$ cat src/sv/assert_macros.svh
// Assertion macros for the RTL files that carry checks.
// No dependencies; take it in with `include "assert_macros.svh".
`ifndef ASSERT_MACROS_SVH
`define ASSERT_MACROS_SVH

// Implication checked at every rising edge, off while reset is held.
`define ASSERT_CLK(lbl, clk, rst_n, prop, msg) \
    lbl: assert property (@(posedge clk) disable iff (!rst_n) prop) else $error(msg);

// Same check, but also evaluated while reset is held.
`define ASSERT_ALWAYS(lbl, clk, prop, msg) \
    lbl: assert property (@(posedge clk) prop) else $error(msg);

`endif

$ cat src/sv/i2crs_pkg.sv
// Shared types and codes of the I2C register access sequencer.
// No dependencies; used by the interfaces and every module of the block.
package i2crs_pkg;

    localparam int OP_W    = 2;
    localparam int CNT_W   = 6;
    localparam int BYTE_W  = 8;
    localparam int ADDR_W  = 7;
    localparam int CMD_W   = 3;
    localparam int DONE_W  = 2;
    localparam int CFG_IW  = 2;
    localparam int CFG_DW  = 7;

    // input operation codes
    localparam logic [OP_W-1:0] OP_READ  = 2'd0;
    localparam logic [OP_W-1:0] OP_WRITE = 2'd1;
    localparam logic [OP_W-1:0] OP_EVENT = 2'd2;

    // configuration register indexes
    localparam logic [CFG_IW-1:0] CFG_SLAVE_ADDR = 2'd0;
    localparam logic [CFG_IW-1:0] CFG_BUS_EN     = 2'd1;

    // controller commands
    localparam logic [CMD_W-1:0] CMD_NONE        = 3'd0;
    localparam logic [CMD_W-1:0] CMD_SINGLE_SEND = 3'd1;
    localparam logic [CMD_W-1:0] CMD_SEND_START  = 3'd2;
    localparam logic [CMD_W-1:0] CMD_SEND_CONT   = 3'd3;
    localparam logic [CMD_W-1:0] CMD_SEND_FINISH = 3'd4;
    localparam logic [CMD_W-1:0] CMD_RECV_START  = 3'd5;
    localparam logic [CMD_W-1:0] CMD_RECV_CONT   = 3'd6;
    localparam logic [CMD_W-1:0] CMD_RECV_FINISH = 3'd7;

    // completion kinds
    localparam logic [DONE_W-1:0] DONE_NONE  = 2'd0;
    localparam logic [DONE_W-1:0] DONE_WRITE = 2'd1;
    localparam logic [DONE_W-1:0] DONE_READ  = 2'd2;

    // what the datapath does with an accepted transaction
    typedef enum logic [2:0] {
        ACT_NONE    = 3'd0,
        ACT_RD_REQ  = 3'd1,
        ACT_WR_REQ  = 3'd2,
        ACT_WR_FIN  = 3'd3,
        ACT_WR_DONE = 3'd4,
        ACT_RESTART = 3'd5,
        ACT_FILL    = 3'd6,
        ACT_DRAIN   = 3'd7
    } t_action;

    typedef struct packed {
        t_action act;
        logic    drain_load;
        logic    in_drain;
    } t_ctrl_cmd;

    typedef struct packed {
        logic bus_en;
        logic busy;
        logic wr_xfer;
        logic restarted;
        logic fin_pending;
        logic drain_last;
        logic out_free;
    } t_dp_status;

    typedef struct packed {
        logic [CMD_W-1:0]  command;
        logic [ADDR_W-1:0] target_address;
        logic              read_direction;
        logic [BYTE_W-1:0] tx_byte;
        logic [DONE_W-1:0] done_kind;
        logic [BYTE_W-1:0] data_byte;
        logic              last;
    } t_out_item;

endpackage

$ cat src/sv/i2crs_if.sv
// Channel interfaces of the sequencer: request/event input, result output,
// configuration write. Depend on i2crs_pkg for field widths.
interface i2crs_in_if import i2crs_pkg::*; ();
    logic              valid;
    logic              ready;
    logic [OP_W-1:0]   operation;
    logic [BYTE_W-1:0] reg_index;
    logic [CNT_W-1:0]  byte_count;
    logic [BYTE_W-1:0] write_value;
    logic [BYTE_W-1:0] rx_byte;

    modport source (output valid, operation, reg_index, byte_count, write_value, rx_byte,
                    input ready);
    modport sink (input valid, operation, reg_index, byte_count, write_value, rx_byte,
                  output ready);
endinterface

interface i2crs_out_if import i2crs_pkg::*; ();
    logic              valid;
    logic              ready;
    logic [CMD_W-1:0]  command;
    logic [ADDR_W-1:0] target_address;
    logic              read_direction;
    logic [BYTE_W-1:0] tx_byte;
    logic [DONE_W-1:0] done_kind;
    logic [BYTE_W-1:0] data_byte;
    logic              last;

    modport source (output valid, command, target_address, read_direction, tx_byte,
                    done_kind, data_byte, last, input ready);
    modport sink (input valid, command, target_address, read_direction, tx_byte,
                  done_kind, data_byte, last, output ready);
endinterface

interface i2crs_cfg_if import i2crs_pkg::*; ();
    logic              valid;
    logic              ready;
    logic [CFG_IW-1:0] index;
    logic [CFG_DW-1:0] data;

    modport source (output valid, index, data, input ready);
    modport sink (input valid, index, data, output ready);
endinterface

$ cat src/sv/i2crs_ctrl.sv
// Sequencer controller: decodes accepted transactions against datapath
// status and paces the read-data drain. Depends on i2crs_pkg.
module i2crs_ctrl import i2crs_pkg::*; #(
    parameter int BUFFER_DEPTH = 32
) (
    input  logic             i_clk,
    input  logic             i_rst_n,
    input  logic             i_in_valid,
    input  logic [OP_W-1:0]  i_operation,
    input  logic [CNT_W-1:0] i_byte_count,
    input  t_dp_status       i_status,
    output logic             o_in_ready,
    output t_ctrl_cmd        o_cmd
);

    typedef enum logic [1:0] {
        S_IDLE  = 2'b01,
        S_DRAIN = 2'b10
    } t_state;

    t_state  r_state;
    t_state  n_state;
    t_action act;
    logic    accept;
    logic    cnt_ok;
    logic    drain_load;

    assign o_in_ready = (r_state == S_IDLE) && i_status.out_free;
    assign accept     = i_in_valid && o_in_ready;
    assign cnt_ok     = (i_byte_count != '0) && (int'(i_byte_count) <= BUFFER_DEPTH);
    assign drain_load = (r_state == S_DRAIN) && i_status.out_free;

    always_comb begin
        act = ACT_NONE;
        if (accept) begin
            case (i_operation)
                OP_READ: begin
                    if (i_status.bus_en && !i_status.busy && cnt_ok) act = ACT_RD_REQ;
                end
                OP_WRITE: begin
                    if (i_status.bus_en && !i_status.busy) act = ACT_WR_REQ;
                end
                OP_EVENT: begin
                    if (i_status.busy) begin
                        if (i_status.wr_xfer) begin
                            act = i_status.fin_pending ? ACT_WR_DONE : ACT_WR_FIN;
                        end else if (!i_status.restarted) begin
                            act = ACT_RESTART;
                        end else if (i_status.fin_pending) begin
                            act = ACT_DRAIN;
                        end else begin
                            act = ACT_FILL;
                        end
                    end
                end
                default: act = ACT_NONE;
            endcase
        end
    end

    always_comb begin
        n_state = r_state;
        case (r_state)
            S_IDLE:  if (act == ACT_DRAIN) n_state = S_DRAIN;
            S_DRAIN: if (drain_load && i_status.drain_last) n_state = S_IDLE;
            default: n_state = S_IDLE;
        endcase
    end

    always_ff @(posedge i_clk) begin
        if (!i_rst_n) begin
            r_state <= S_IDLE;
        end else begin
            r_state <= n_state;
        end
    end

    assign o_cmd.act        = act;
    assign o_cmd.drain_load = drain_load;
    assign o_cmd.in_drain   = (r_state == S_DRAIN);

endmodule

$ cat src/sv/i2crs_dp.sv
// Sequencer datapath: config registers, transfer state, read byte store
// and the result register. Depends on i2crs_pkg; driven by i2crs_ctrl.
module i2crs_dp import i2crs_pkg::*; #(
    parameter int BUFFER_DEPTH = 32
) (
    input  logic              i_clk,
    input  logic              i_rst_n,
    input  t_ctrl_cmd         i_cmd,
    input  logic [BYTE_W-1:0] i_reg_index,
    input  logic [CNT_W-1:0]  i_byte_count,
    input  logic [BYTE_W-1:0] i_write_value,
    input  logic [BYTE_W-1:0] i_rx_byte,
    input  logic              i_cfg_valid,
    input  logic [CFG_IW-1:0] i_cfg_index,
    input  logic [CFG_DW-1:0] i_cfg_data,
    input  logic              i_out_ready,
    output t_dp_status        o_status,
    output logic              o_out_valid,
    output t_out_item         o_out
);

    localparam int CW = $clog2(BUFFER_DEPTH + 1);
    localparam int AW = (BUFFER_DEPTH > 1) ? $clog2(BUFFER_DEPTH) : 1;

    logic [ADDR_W-1:0] r_slave_addr;
    logic              r_bus_en;
    logic              r_busy;
    logic              r_wr_xfer;
    logic              r_restarted;
    logic              r_waiting;
    logic [CW-1:0]     r_remaining;
    logic [CW-1:0]     r_req_cnt;
    logic [CW-1:0]     r_fill;
    logic [CW-1:0]     r_drain_idx;
    logic [BYTE_W-1:0] r_held;
    logic [BYTE_W-1:0] r_rd_data;
    logic [BYTE_W-1:0] r_mem [BUFFER_DEPTH];
    logic              r_out_valid;
    t_out_item         r_out;

    t_out_item         n_out;
    logic [CW-1:0]     n_drain_idx;
    logic              rem_one;
    logic              drain_last;
    logic              out_free;
    logic              loading;
    logic              go_idle;
    logic              mem_we;
    logic              rd_en;
    logic [AW-1:0]     rd_addr;

    assign rem_one     = (r_remaining == CW'(1));
    assign n_drain_idx = r_drain_idx + CW'(1);
    assign drain_last  = (n_drain_idx == r_req_cnt);
    assign out_free    = !r_out_valid || i_out_ready;
    assign loading     = i_cmd.drain_load ||
                         ((i_cmd.act != ACT_NONE) && (i_cmd.act != ACT_DRAIN));
    assign go_idle     = (i_cmd.act == ACT_WR_DONE) || (i_cmd.drain_load && drain_last);
    assign mem_we      = (i_cmd.act == ACT_FILL) && (r_fill < CW'(BUFFER_DEPTH));
    assign rd_en       = (i_cmd.act == ACT_DRAIN) || i_cmd.drain_load;
    assign rd_addr     = (i_cmd.act == ACT_DRAIN) ? '0 : n_drain_idx[AW-1:0];

    // configuration writes are always taken
    always_ff @(posedge i_clk) begin
        if (!i_rst_n) begin
            r_slave_addr <= '0;
            r_bus_en     <= 1'b0;
        end else if (i_cfg_valid) begin
            case (i_cfg_index)
                CFG_SLAVE_ADDR: r_slave_addr <= i_cfg_data;
                CFG_BUS_EN:     r_bus_en     <= i_cfg_data[0];
                default: ;
            endcase
        end
    end

    always_comb begin
        n_out = '0;
        if (i_cmd.drain_load) begin
            n_out.done_kind = DONE_READ;
            n_out.data_byte = r_rd_data;
            n_out.last      = drain_last;
        end else begin
            case (i_cmd.act)
                ACT_RD_REQ: begin
                    n_out.command        = CMD_SINGLE_SEND;
                    n_out.target_address = r_slave_addr;
                    n_out.tx_byte        = i_reg_index;
                end
                ACT_WR_REQ: begin
                    n_out.command        = CMD_SEND_START;
                    n_out.target_address = r_slave_addr;
                    n_out.tx_byte        = i_reg_index;
                end
                ACT_WR_FIN: begin
                    n_out.command = CMD_SEND_FINISH;
                    n_out.tx_byte = r_held;
                end
                ACT_WR_DONE: n_out.done_kind = DONE_WRITE;
                ACT_RESTART: begin
                    n_out.command        = CMD_RECV_START;
                    n_out.target_address = r_slave_addr;
                    n_out.read_direction = 1'b1;
                end
                ACT_FILL: n_out.command = rem_one ? CMD_RECV_FINISH : CMD_RECV_CONT;
                default: n_out = '0;
            endcase
        end
    end

    always_ff @(posedge i_clk) begin
        if (!i_rst_n) begin
            r_busy       <= 1'b0;
            r_wr_xfer    <= 1'b0;
            r_restarted  <= 1'b0;
            r_waiting    <= 1'b0;
            r_remaining  <= '0;
            r_req_cnt    <= '0;
            r_fill       <= '0;
            r_drain_idx  <= '0;
            r_held       <= '0;
        end else begin
            case (i_cmd.act)
                ACT_RD_REQ: begin
                    r_busy       <= 1'b1;
                    r_wr_xfer    <= 1'b0;
                    r_restarted  <= 1'b0;
                    r_waiting    <= 1'b0;
                    // count already checked against the depth
                    r_remaining  <= CW'(i_byte_count);
                    r_req_cnt    <= CW'(i_byte_count);
                    r_fill       <= '0;
                end
                ACT_WR_REQ: begin
                    r_busy       <= 1'b1;
                    r_wr_xfer    <= 1'b1;
                    r_restarted  <= 1'b0;
                    r_waiting    <= 1'b0;
                    r_remaining  <= CW'(1);
                    r_held       <= i_write_value;
                end
                ACT_WR_FIN:  r_waiting <= 1'b1;
                ACT_RESTART: r_restarted <= 1'b1;
                ACT_FILL: begin
                    if (mem_we) r_fill <= r_fill + CW'(1);
                    r_remaining <= r_remaining - CW'(1);
                    if (rem_one) r_waiting <= 1'b1;
                end
                ACT_DRAIN: r_drain_idx <= '0;
                default: ;
            endcase
            if (i_cmd.drain_load) r_drain_idx <= n_drain_idx;
            if (go_idle) begin
                r_busy       <= 1'b0;
                r_wr_xfer    <= 1'b0;
                r_restarted  <= 1'b0;
                r_waiting    <= 1'b0;
                r_remaining  <= '0;
            end
        end
    end

    // read store: one write port, one registered read port
    always_ff @(posedge i_clk) begin
        if (mem_we) r_mem[r_fill[AW-1:0]] <= i_rx_byte;
        if (rd_en) r_rd_data <= r_mem[rd_addr];
    end

    always_ff @(posedge i_clk) begin
        if (!i_rst_n) begin
            r_out_valid <= 1'b0;
        end else if (loading) begin
            r_out_valid <= 1'b1;
        end else if (i_out_ready) begin
            r_out_valid <= 1'b0;
        end
    end

    always_ff @(posedge i_clk) begin
        if (loading) r_out <= n_out;
    end

    assign o_status.bus_en      = r_bus_en;
    assign o_status.busy        = r_busy;
    assign o_status.wr_xfer     = r_wr_xfer;
    assign o_status.restarted   = r_restarted;
    assign o_status.fin_pending = r_waiting;
    assign o_status.drain_last  = drain_last;
    assign o_status.out_free    = out_free;
    assign o_out_valid          = r_out_valid;
    assign o_out                = r_out;

endmodule

$ cat src/sv/i2c_register_access_sequencer_top.sv
// Channel    Dir  Handshake     Payload
// i_in       in   valid/ready   operation, reg_index, byte_count, write_value, rx_byte
// o_out      out  valid/ready   command, target_address, read_direction, tx_byte,
//                               done_kind, data_byte, last
// i_cfg      in   valid/ready   index, data (ready always high)
//
// An accepted request or event other than a read's finish event loads at most one
// result into the output register, shown from the next cycle. The finish event of
// a read first reads the byte store through its registered read port, then
// delivers one byte per cycle while the output register is free.
// Input ready drops while the output register holds an untaken transaction
// and during the drain. Reset is synchronous; the byte store is not cleared.
//
// Top level of the I2C register access sequencer; depends on i2crs_pkg,
// the channel interfaces, i2crs_ctrl, i2crs_dp and assert_macros.svh.
`include "assert_macros.svh"

module i2c_register_access_sequencer_top import i2crs_pkg::*; #(
    parameter int BUFFER_DEPTH = 32
) (
    input  logic        i_clk,
    input  logic        i_rst_n,
    i2crs_in_if.sink    i_in,
    i2crs_out_if.source o_out,
    i2crs_cfg_if.sink   i_cfg
);

    t_ctrl_cmd  cmd;
    t_dp_status status;
    t_out_item  out_item;
    logic       in_ready;
    logic       out_valid;
    logic       rd_finishing;
    logic       last_shown;
    logic       load_over;

    i2crs_ctrl #(
        .BUFFER_DEPTH(BUFFER_DEPTH)
    ) u_ctrl (
        .i_clk        (i_clk),
        .i_rst_n      (i_rst_n),
        .i_in_valid   (i_in.valid),
        .i_operation  (i_in.operation),
        .i_byte_count (i_in.byte_count),
        .i_status     (status),
        .o_in_ready   (in_ready),
        .o_cmd        (cmd)
    );

    i2crs_dp #(
        .BUFFER_DEPTH(BUFFER_DEPTH)
    ) u_dp (
        .i_clk         (i_clk),
        .i_rst_n       (i_rst_n),
        .i_cmd         (cmd),
        .i_reg_index   (i_in.reg_index),
        .i_byte_count  (i_in.byte_count),
        .i_write_value (i_in.write_value),
        .i_rx_byte     (i_in.rx_byte),
        .i_cfg_valid   (i_cfg.valid),
        .i_cfg_index   (i_cfg.index),
        .i_cfg_data    (i_cfg.data),
        .i_out_ready   (o_out.ready),
        .o_status      (status),
        .o_out_valid   (out_valid),
        .o_out         (out_item)
    );

    assign i_in.ready           = in_ready;
    assign i_cfg.ready          = 1'b1;
    assign o_out.valid          = out_valid;
    assign o_out.command        = out_item.command;
    assign o_out.target_address = out_item.target_address;
    assign o_out.read_direction = out_item.read_direction;
    assign o_out.tx_byte        = out_item.tx_byte;
    assign o_out.done_kind      = out_item.done_kind;
    assign o_out.data_byte      = out_item.data_byte;
    assign o_out.last           = out_item.last;

    assign rd_finishing = status.busy && status.fin_pending && !status.wr_xfer;
    assign last_shown   = out_valid && out_item.last;
    assign load_over    = cmd.drain_load && out_valid;

    `ASSERT_CLK(a_drain_no_in, i_clk, i_rst_n, cmd.in_drain |-> !in_ready, "input during drain")
    `ASSERT_CLK(a_drain_rd, i_clk, i_rst_n, cmd.in_drain |-> rd_finishing, "drain outside read")
    `ASSERT_CLK(a_last_idle, i_clk, i_rst_n, last_shown |-> !status.busy, "last while busy")
    `ASSERT_CLK(a_drain_room, i_clk, i_rst_n, load_over |-> o_out.ready, "drain overwrite")

endmodule

$ cat src/flat_wrapper.sv
// flat-port wrapper written by rule: the top's interface ports become plain ports
module i2c_register_access_sequencer_top_flat import i2crs_pkg::*;
#(
    parameter int BUFFER_DEPTH = 32
)
  (i_clk, i_rst_n, i_in_valid, i_in_operation, i_in_reg_index, i_in_byte_count, i_in_write_value, i_in_rx_byte, i_in_ready, o_out_valid, o_out_command, o_out_target_address, o_out_read_direction, o_out_tx_byte, o_out_done_kind, o_out_data_byte, o_out_last, o_out_ready, i_cfg_valid, i_cfg_index, i_cfg_data, i_cfg_ready);
  i2crs_in_if i_in_i ();
  i2crs_out_if o_out_i ();
  i2crs_cfg_if i_cfg_i ();
  input  logic i_clk;
  input  logic i_rst_n;
  input wire logic [$bits(i_in_i.valid)-1:0] i_in_valid;
  input wire logic [$bits(i_in_i.operation)-1:0] i_in_operation;
  input wire logic [$bits(i_in_i.reg_index)-1:0] i_in_reg_index;
  input wire logic [$bits(i_in_i.byte_count)-1:0] i_in_byte_count;
  input wire logic [$bits(i_in_i.write_value)-1:0] i_in_write_value;
  input wire logic [$bits(i_in_i.rx_byte)-1:0] i_in_rx_byte;
  output wire logic [$bits(i_in_i.ready)-1:0] i_in_ready;
  output wire logic [$bits(o_out_i.valid)-1:0] o_out_valid;
  output wire logic [$bits(o_out_i.command)-1:0] o_out_command;
  output wire logic [$bits(o_out_i.target_address)-1:0] o_out_target_address;
  output wire logic [$bits(o_out_i.read_direction)-1:0] o_out_read_direction;
  output wire logic [$bits(o_out_i.tx_byte)-1:0] o_out_tx_byte;
  output wire logic [$bits(o_out_i.done_kind)-1:0] o_out_done_kind;
  output wire logic [$bits(o_out_i.data_byte)-1:0] o_out_data_byte;
  output wire logic [$bits(o_out_i.last)-1:0] o_out_last;
  input wire logic [$bits(o_out_i.ready)-1:0] o_out_ready;
  input wire logic [$bits(i_cfg_i.valid)-1:0] i_cfg_valid;
  input wire logic [$bits(i_cfg_i.index)-1:0] i_cfg_index;
  input wire logic [$bits(i_cfg_i.data)-1:0] i_cfg_data;
  output wire logic [$bits(i_cfg_i.ready)-1:0] i_cfg_ready;
  assign i_in_i.valid = i_in_valid;
  assign i_in_i.operation = i_in_operation;
  assign i_in_i.reg_index = i_in_reg_index;
  assign i_in_i.byte_count = i_in_byte_count;
  assign i_in_i.write_value = i_in_write_value;
  assign i_in_i.rx_byte = i_in_rx_byte;
  assign i_in_ready = i_in_i.ready;
  assign o_out_valid = o_out_i.valid;
  assign o_out_command = o_out_i.command;
  assign o_out_target_address = o_out_i.target_address;
  assign o_out_read_direction = o_out_i.read_direction;
  assign o_out_tx_byte = o_out_i.tx_byte;
  assign o_out_done_kind = o_out_i.done_kind;
  assign o_out_data_byte = o_out_i.data_byte;
  assign o_out_last = o_out_i.last;
  assign o_out_i.ready = o_out_ready;
  assign i_cfg_i.valid = i_cfg_valid;
  assign i_cfg_i.index = i_cfg_index;
  assign i_cfg_i.data = i_cfg_data;
  assign i_cfg_ready = i_cfg_i.ready;
  i2c_register_access_sequencer_top #(.BUFFER_DEPTH(BUFFER_DEPTH)) u_core (.i_clk(i_clk), .i_rst_n(i_rst_n), .i_in(i_in_i), .o_out(o_out_i), .i_cfg(i_cfg_i));
endmodule
$ cat config.mk
export PLATFORM = sky130hd
export DESIGN_NAME = i2c_register_access_sequencer_top_flat
export DESIGN_NICKNAME = d
export VERILOG_FILES = /design/src/sv/i2crs_pkg.sv /design/src/sv/i2crs_if.sv /design/src/sv/i2crs_ctrl.sv /design/src/sv/i2crs_dp.sv /design/src/sv/i2c_register_access_sequencer_top.sv /design/src/flat_wrapper.sv
export VERILOG_INCLUDE_DIRS = /design/src /design/src/sv
export SDC_FILE = /design/constraint.sdc
export NUM_CORES = 1
export LEC_CHECK = 0
export ABC_CLOCK_PERIOD_IN_PS = 4270
export BUFFER_PORTS_ARGS = -buffer_cell sky130_fd_sc_hd__clkbuf_2
export CAP_MARGIN = 0
export CORE_MARGIN = 4
export CORE_UTILIZATION = 61
export CTS_BUF_LIST = sky130_fd_sc_hd__clkbuf_16
export DETAILED_ROUTE_END_ITERATION = 6
export PLACE_DENSITY = 0.89
export SYNTH_ARGS = -nofsm -noshare
export SYNTH_HDL_FRONTEND = slang
export SYNTH_SLANG_ARGS = --single-unit
$ cat constraint.sdc
create_clock -name i_clk -period 4.27 [get_ports i_clk]
set_clock_uncertainty 0.2 [all_clocks]
set_input_delay 0.854 -clock i_clk [delete_from_list [all_inputs] [get_ports i_clk]]
set_output_delay 0.854 -clock i_clk [all_outputs]
set_load 0.03 [all_outputs]
# --- Word level (Yosys, flattened, before mapping) ---
# Memories as Yosys holds them, arrays and structs flattened. A register that Yosys moved wholly into a read port is not among the register bits.
# Index checks and enable logic that the tools add are counted.
totals:
  n_memories: 1
  in_bits: 46
  mem_bits_rw: 256
  regBits: 77
  wordCells: 113
  out_inout_bits: 33
op_classes:
  magnitude_cmp: 2
  n_reduce_logical: 35
  n_eq_ne: 19
  add_sub_neg: 3
  bitwise_logic: 2
  muxes: 31
memory_table:
  columns: ["memory", "words", "width", "read_ports", "rd_clocked_by_memory_dff", "wr", "line", "source"]
  rows:
  - ["u_core.u_dp.r_mem", 32, 8, 1, 1, 1, "i2crs_dp.sv:37", "logic [BYTE_W-1:0] r_mem [BUFFER_DEPTH];"]
op_table:
  columns: ["operator", "n"]
  rows:
  - ["$mux 6", 3]
  - ["$pmux 6 s3", 1]
  - ["$pmux 8 s2", 1]
  - ["$pmux 3 s5", 1]
  - ["$add 6x1->6 const B", 2]
  - ["$eq 3x3->1 const B", 4]
  - ["$mux 3", 4]
  - ["$pmux 6 s2", 1]
  - ["$mux 1", 10]
  - ["$reduce_and 2->1", 5]
  - ["$reduce_bool 2->1", 5]
  - ["$logic_and 1x1->1", 9]
  - ["$pmux 3 s3", 1]
  - ["$reduce_bool 3->1", 3]
  - ["$mux 2", 4]
  - ["$eq 2x1->1 const B", 3]
  - ["$eq 3x2->1 const B", 2]
  - ["$eq 6x1->1 const B", 1]
  - ["$eq 6x6->1", 1]
  - ["$le 6x6->1 const B", 1]
  - ["$lt 6x6->1 const B", 1]
  - ["$ne 2x2->1 const B", 3]
  - ["$reduce_bool 6->1", 1]
  - ["$reduce_or 2->1", 3]
  - ["other kinds (14)", 22]

# --- Logic depth before layout (Yosys ltp) ---
logic_depth:
  depth_word: 10
  mapped_depth: 10
  ltp_nobuf: 8

# --- Cells and area by module ---
# From an unflattened synthesis, not the netlist that was laid out.
hier_totals:
  cells_unflattened: 1120
  hier_area_um2: 14744.1
by_module_without_submodules:
  columns: ["module", "cells_per_inst", "area_per_inst_um2", "instances", "seq_area_each_um2"]
  rows:
  - ["i2crs_dp", 1087, 14466.4, 1, 9729.3]
  - ["i2crs_ctrl", 31, 266.5, 1, 40.0]
  - ["i2c_register_access_sequencer_top", 2, 11.3, 1, 0.0]

# --- Worst setup path after synthesis ---
# Ideal clock, no wire load.
synth_timing:
  kind: "input to register"
  from: "in i_in_byte_count[1]"
  to: "reg u_core.u_dp.r_out, in the netlist u_core.u_dp.o_out[0], enable pin"
  setup_ns: 0.465
  path_buffers: 0
  cell_stages: 7
  t_arrival_ns: 3.002
  t_required_ns: 3.605
  setup_slack_ns: 0.603
  path_cell_list: "or4_1 -> or3_1 -> and3_1 -> o21ai_2 -> nand2_1 -> o21ai_0 -> nand2_1"
synth_between:
  elab_chain_len: 9
  elab_cells_between_ends: 11
  cone_classes: "order compare: 1; eq/ne: 1; mux: 3; reduce/logical: 6"
synth_lines:
  columns: ["item", "line", "source"]
  rows:
  - ["start: declaration", "flat_wrapper.sv:15", "input wire logic [$bits(i_in_i.byte_count)-1:0] i_in_byte_count;"]
  - ["$le 6x6->1 / $reduce_bool 6->1 (equally long branches)", "i2crs_ctrl.sv:30", "assign cnt_ok = (i_byte_count != '0) && (int'(i_byte_count) <= BUFFER_DEPTH);"]
  - ["$logic_and 1x1->1 *", "i2crs_ctrl.sv:30", null]
  - ["$logic_and 1x1->1 *", "i2crs_ctrl.sv:38", "if (i_status.bus_en && !i_status.busy && cnt_ok) act = ACT_RD_REQ;"]
  - ["$mux 1 *", "i2crs_ctrl.sv:38", null]
  - ["$pmux 3 s3 *", "i2crs_ctrl.sv:36", "case (i_operation)"]
  - ["$mux 3 *", "i2crs_ctrl.sv:35", "if (accept) begin"]
  - ["$ne 3x3->1 / $reduce_bool 3->1 (equally long branches)", "i2crs_dp.sv:57", "((i_cmd.act != ACT_NONE) && (i_cmd.act != ACT_DRAIN));"]
  - ["$logic_and 1x1->1 *", "i2crs_dp.sv:57", null]
  - ["$logic_or 1x1->1 *", "i2crs_dp.sv:56", "assign loading = i_cmd.drain_load ||"]
  - ["named net u_core.u_dp.loading", "i2crs_dp.sv:46", "logic loading;"]
  - ["end signal: assignment", "i2crs_dp.sv:180", "if (loading) r_out <= n_out;"]
  - ["end: declaration", "i2crs_dp.sv:39", "t_out_item r_out;"]
# Mark *: on every way through the listed nets, which the timed path passes. The rest lies on a longest branch.
# A chain may end at the register's enable or synchronous reset.

# --- Worst setup path in the final report ---
layout_timing:
  from: "reg u_core.u_dp.r_drain_idx[0]"
  to: "reg u_core.u_dp.r_rd_data[5] (read register of u_core.u_dp.r_mem), data pin"
layout_between:
  elab_chain_len: 2
layout_lines:
  columns: ["item", "line", "source"]
  rows:
  - ["start: declaration", "i2crs_dp.sv:34", "logic [CW-1:0] r_drain_idx;"]
  - ["start signal: assignment", "i2crs_dp.sv:152", "if (i_cmd.drain_load) r_drain_idx <= n_drain_idx;"]
  - ["$add 6x1->6", "i2crs_dp.sv:53", "assign n_drain_idx = r_drain_idx + CW'(1);"]
  - ["$mux 5", "i2crs_dp.sv:61", "assign rd_addr = (i_cmd.act == ACT_DRAIN) ? '0 : n_drain_idx[AW-1:0];"]
  - ["end: declaration", "i2crs_dp.sv:36", "logic [BYTE_W-1:0] r_rd_data;"]
# Every way passes these cells.

==> impl_metrics.env <==
export IMPL_io_pins=79
export IMPL_num_antenna_cells=0
export IMPL_leakagePower_nw=5.36
export IMPL_nets=1179
export IMPL_ant_nets=0
export IMPL_crit_path_end_kind="register"
export IMPL_drt_iter0_drc=1638
export IMPL_synth_area_top_cells="edfxtp_1 63%, dfxtp_1 6.7%, mux2i_1 3.8%, mux4_2 2.6%, a21oi_1 2.3%"
export IMPL_die_x_um=160
export IMPL_yosysTopAreaCellShare_pct=62.7
export IMPL_cts_tree="built"
export IMPL_critPathLaunchType="register"
export IMPL_viasPerCell=6.61
export IMPL_io_buffers=77
export IMPL_cts_setup_buffers=0
export IMPL_syn_num_nets=1071
export IMPL_drt_total_wl_mm=34.3
export IMPL_grt_max_degree=50
export IMPL_crit_fanout=49
export IMPL_cts_resized=0
export IMPL_final_cells=1433
export IMPL_path_class="register to register"
export IMPL_initial_core_util_pct=62.0
export IMPL_total_power_mw=6.18
export IMPL_drive_above_1_share_pct=18.4
export IMPL_postSynthCellCount=1018
export IMPL_final_cell_mix="294 x edfxtp_1, 86 x nand2_1, 78 x nor2_1"
export IMPL_slew_viol_final=0
export IMPL_gp_congestion=0.926
export IMPL_setup_violations=0
export IMPL_tightestPinTransition_ns=1.06
export IMPL_first_global_vias=9651
export IMPL_hold_path_cell_count=2
export IMPL_clkSlewWorstSetupHoldPaths_ns=0.06
export IMPL_first_pass_iters=7
export IMPL_status="finished with violations"
export IMPL_hold_viol=0
export IMPL_avgSynthCellArea_um2=13.8
export IMPL_area_growth_pct=12.9
export IMPL_synth_area_mm2=0.0141
export IMPL_crit_arrival_ns=3.66
export IMPL_dp_hpwl_mm=21.7
export IMPL_h_tree_depth=1
export IMPL_finalCritPeriodShare_pct=83.7
export IMPL_rows=55
export IMPL_core_mm2=0.0227
export IMPL_max_freq_ghz=0.280
export IMPL_ys_warn_count=0
export IMPL_ys_types=66
export IMPL_cap_violations=0
export IMPL_min_period_ns=3.57
export IMPL_grt_antenna_before_repair=1
export IMPL_final_common_cell="edfxtp_1"
export IMPL_cts_buffers=31
export IMPL_clock_latency_ns=0.56
export IMPL_cts_hold_buf=0
export IMPL_ys_ff_latch=341
export IMPL_synth_edff_count=294
export IMPL_wire_per_inst_um=23.9
export IMPL_grt_pass1_wl_mm=53.7
export IMPL_cts_root_buf="clkbuf_16"
export IMPL_async_reset_ff_share_pct=0
export IMPL_cts_sinks=341
export IMPL_grt_total_usage_pct=26.6
export IMPL_drc=2
export IMPL_required_ns=4.35
export IMPL_final_util_pct=70.0
export IMPL_die_h_um=160
export IMPL_violations="DRC"
export IMPL_vdd_drop_max_v=0.000464
export IMPL_reg2reg_depth=9
export IMPL_synth_top_area_cell="edfxtp_1"
export IMPL_tns_ns=0
export IMPL_via_count=9476
export IMPL_ys_flop_type="edfxtp_1"
export IMPL_relSlewSlack_pct=29.1
export IMPL_gr_total_overflow=0
export IMPL_seq_area_frac_synth_pct=69.3
export IMPL_dpl_cell_count=1378
export IMPL_power_density_mw_per_mm2=389
export IMPL_max_clock_path_buffers=3
export IMPL_dieArea_mm2=0.0256
export IMPL_hp_class="register to register"
export IMPL_rsz0062_at_grt="no"
==> critical path: stages, from the launching register on <==
cell and delay (ns):
dfxtp_4 0.34, buf_4 0.62, nand3_1 0.23, xor2_1 0.20, buf_4 0.20, or2_2 0.41, nor2_1 0.45, o211ai_1 0.29
a21oi_1 0.23, o32ai_1 0.12
==> kinds of logic (layout without fill, tap and decap cells) <==
| family | Yosys count | in the layout | share of synthesized area, % |
|---|---|---|---|
| xor+xnor | 16 | 16 | 1.13 |
| buf+inv | 79 | 209 | 2.40 |
| mux | 78 | 78 | 7.03 |
| flops | 341 | 341 | 69.3 |
| compound gates | 221 | 221 | 9.99 |
| simple gates | 275 | 275 | 9.47 |
| fa+ha+maj | 7 | 7 | 0.622 |
| other cells | 1 | 1 | 0.0266 |
==> worst paths after layout <==
path                                                 from  slack, ns                                     to
hold / removal      u_core.u_dp.r_req_cnt[4]$_SDFFE_PN0P_       0.28  u_core.u_dp.r_req_cnt[4]$_SDFFE_PN0P_
setup reg to reg  u_core.u_dp.r_drain_idx[0]$_SDFFE_PN0P_       0.70     u_core.u_dp.r_rd_data[5]$_DFFE_PP_
hold reg to reg     u_core.u_dp.r_req_cnt[4]$_SDFFE_PN0P_       0.28  u_core.u_dp.r_req_cnt[4]$_SDFFE_PN0P_
setup / recovery  u_core.u_dp.r_drain_idx[0]$_SDFFE_PN0P_       0.70     u_core.u_dp.r_rd_data[5]$_DFFE_PP_
==> cell usage after synthesis (3+ instances only) <==
master	n
mux4_2	16
o221ai_1	6
nand3_1	24
o32ai_1	6
a21oi_1	65
o21ai_0	54
buf_2	12
a31oi_1	3
dfxtp_1	47
a221oi_1	7
clkbuf_1	36
inv_1	23
nand3b_1	6
o22ai_1	8
nor2b_1	12
nor3_2	3
mux2i_1	54
and3_1	20
a21o_1	3
buf_6	3
edfxtp_1	294
ha_1	7
o211ai_1	35
nor2_1	78
a22o_1	9
mux2_2	8
xnor2_1	5
or3_1	4
xor2_1	10
nand2b_1	6
a211oi_1	4
nor3_1	13
nand2_1	86
buf_1	4
nor4_1	3
==> sequential cells by signal, summed over array words and instances, names as in the netlist <==
register                  count
u_core.u_dp.r_mem           256
u_core.u_dp.o_out            30
u_core.u_dp.r_held            8
u_core.u_dp.r_rd_data         8
u_core.u_dp.r_slave_addr      7
u_core.u_dp.r_drain_idx       6
u_core.u_dp.r_fill            6
u_core.u_dp.r_remaining       6
u_core.u_dp.r_req_cnt         6
u_core.u_ctrl.r_state         2
u_core.u_dp.o_out_valid       1
u_core.u_dp.r_bus_en          1
u_core.u_dp.r_busy            1
u_core.u_dp.r_restarted       1
u_core.u_dp.r_waiting         1
u_core.u_dp.r_wr_xfer         1
==> layout make-up <==
type	instances	area, µm²
Clock buffer	31	776
Clock inverter	24	104
Fill cell	1379	6810
Inverter	23	86.3
Multi-Input combinational cell	598	4020
Sequential cell	341	9770
Tap cell	285	357
Timing Repair Buffer	131	791
==> routing by layer <==
| metal | vias up | share of wire, % | track usage (%) |
|---|---|---|---|
| li1 | 4087 | - | - |
| met1 | 4505 | 37 | 35.3 |
| met2 | 730 | 48 | 43.8 |
| met3 | 152 | 11 | 5.52 |
| met4 | 2 | 4.3 | 9.97 |
| met5 | - | 0.041 | 0 |
==> metrics by stage <==
step | area (µm²) | hold slack [ns] | setup slack [ns]
3_3_place_gp | 15000 | 0.253 | 0.625
2_1_floorplan | 14100 | 0.244 | 0.603
6_report | 15900 | 0.280 | 0.697
5_1_grt | 15900 | 0.301 | 0.498
4_1_cts | 15900 | 0.287 | 0.749
3_5_place_dp | 15000 | 0.278 | 0.547
==> power breakdown <==
group | total [mW] | internal, mW | switching (mW)
Sequential | 3.62 | 3.61 | 0.00304
Combinational | 0.111 | 0.0271 | 0.0834
Clock | 2.45 | 1.30 | 1.15
(Power assumes the default switching activity.)
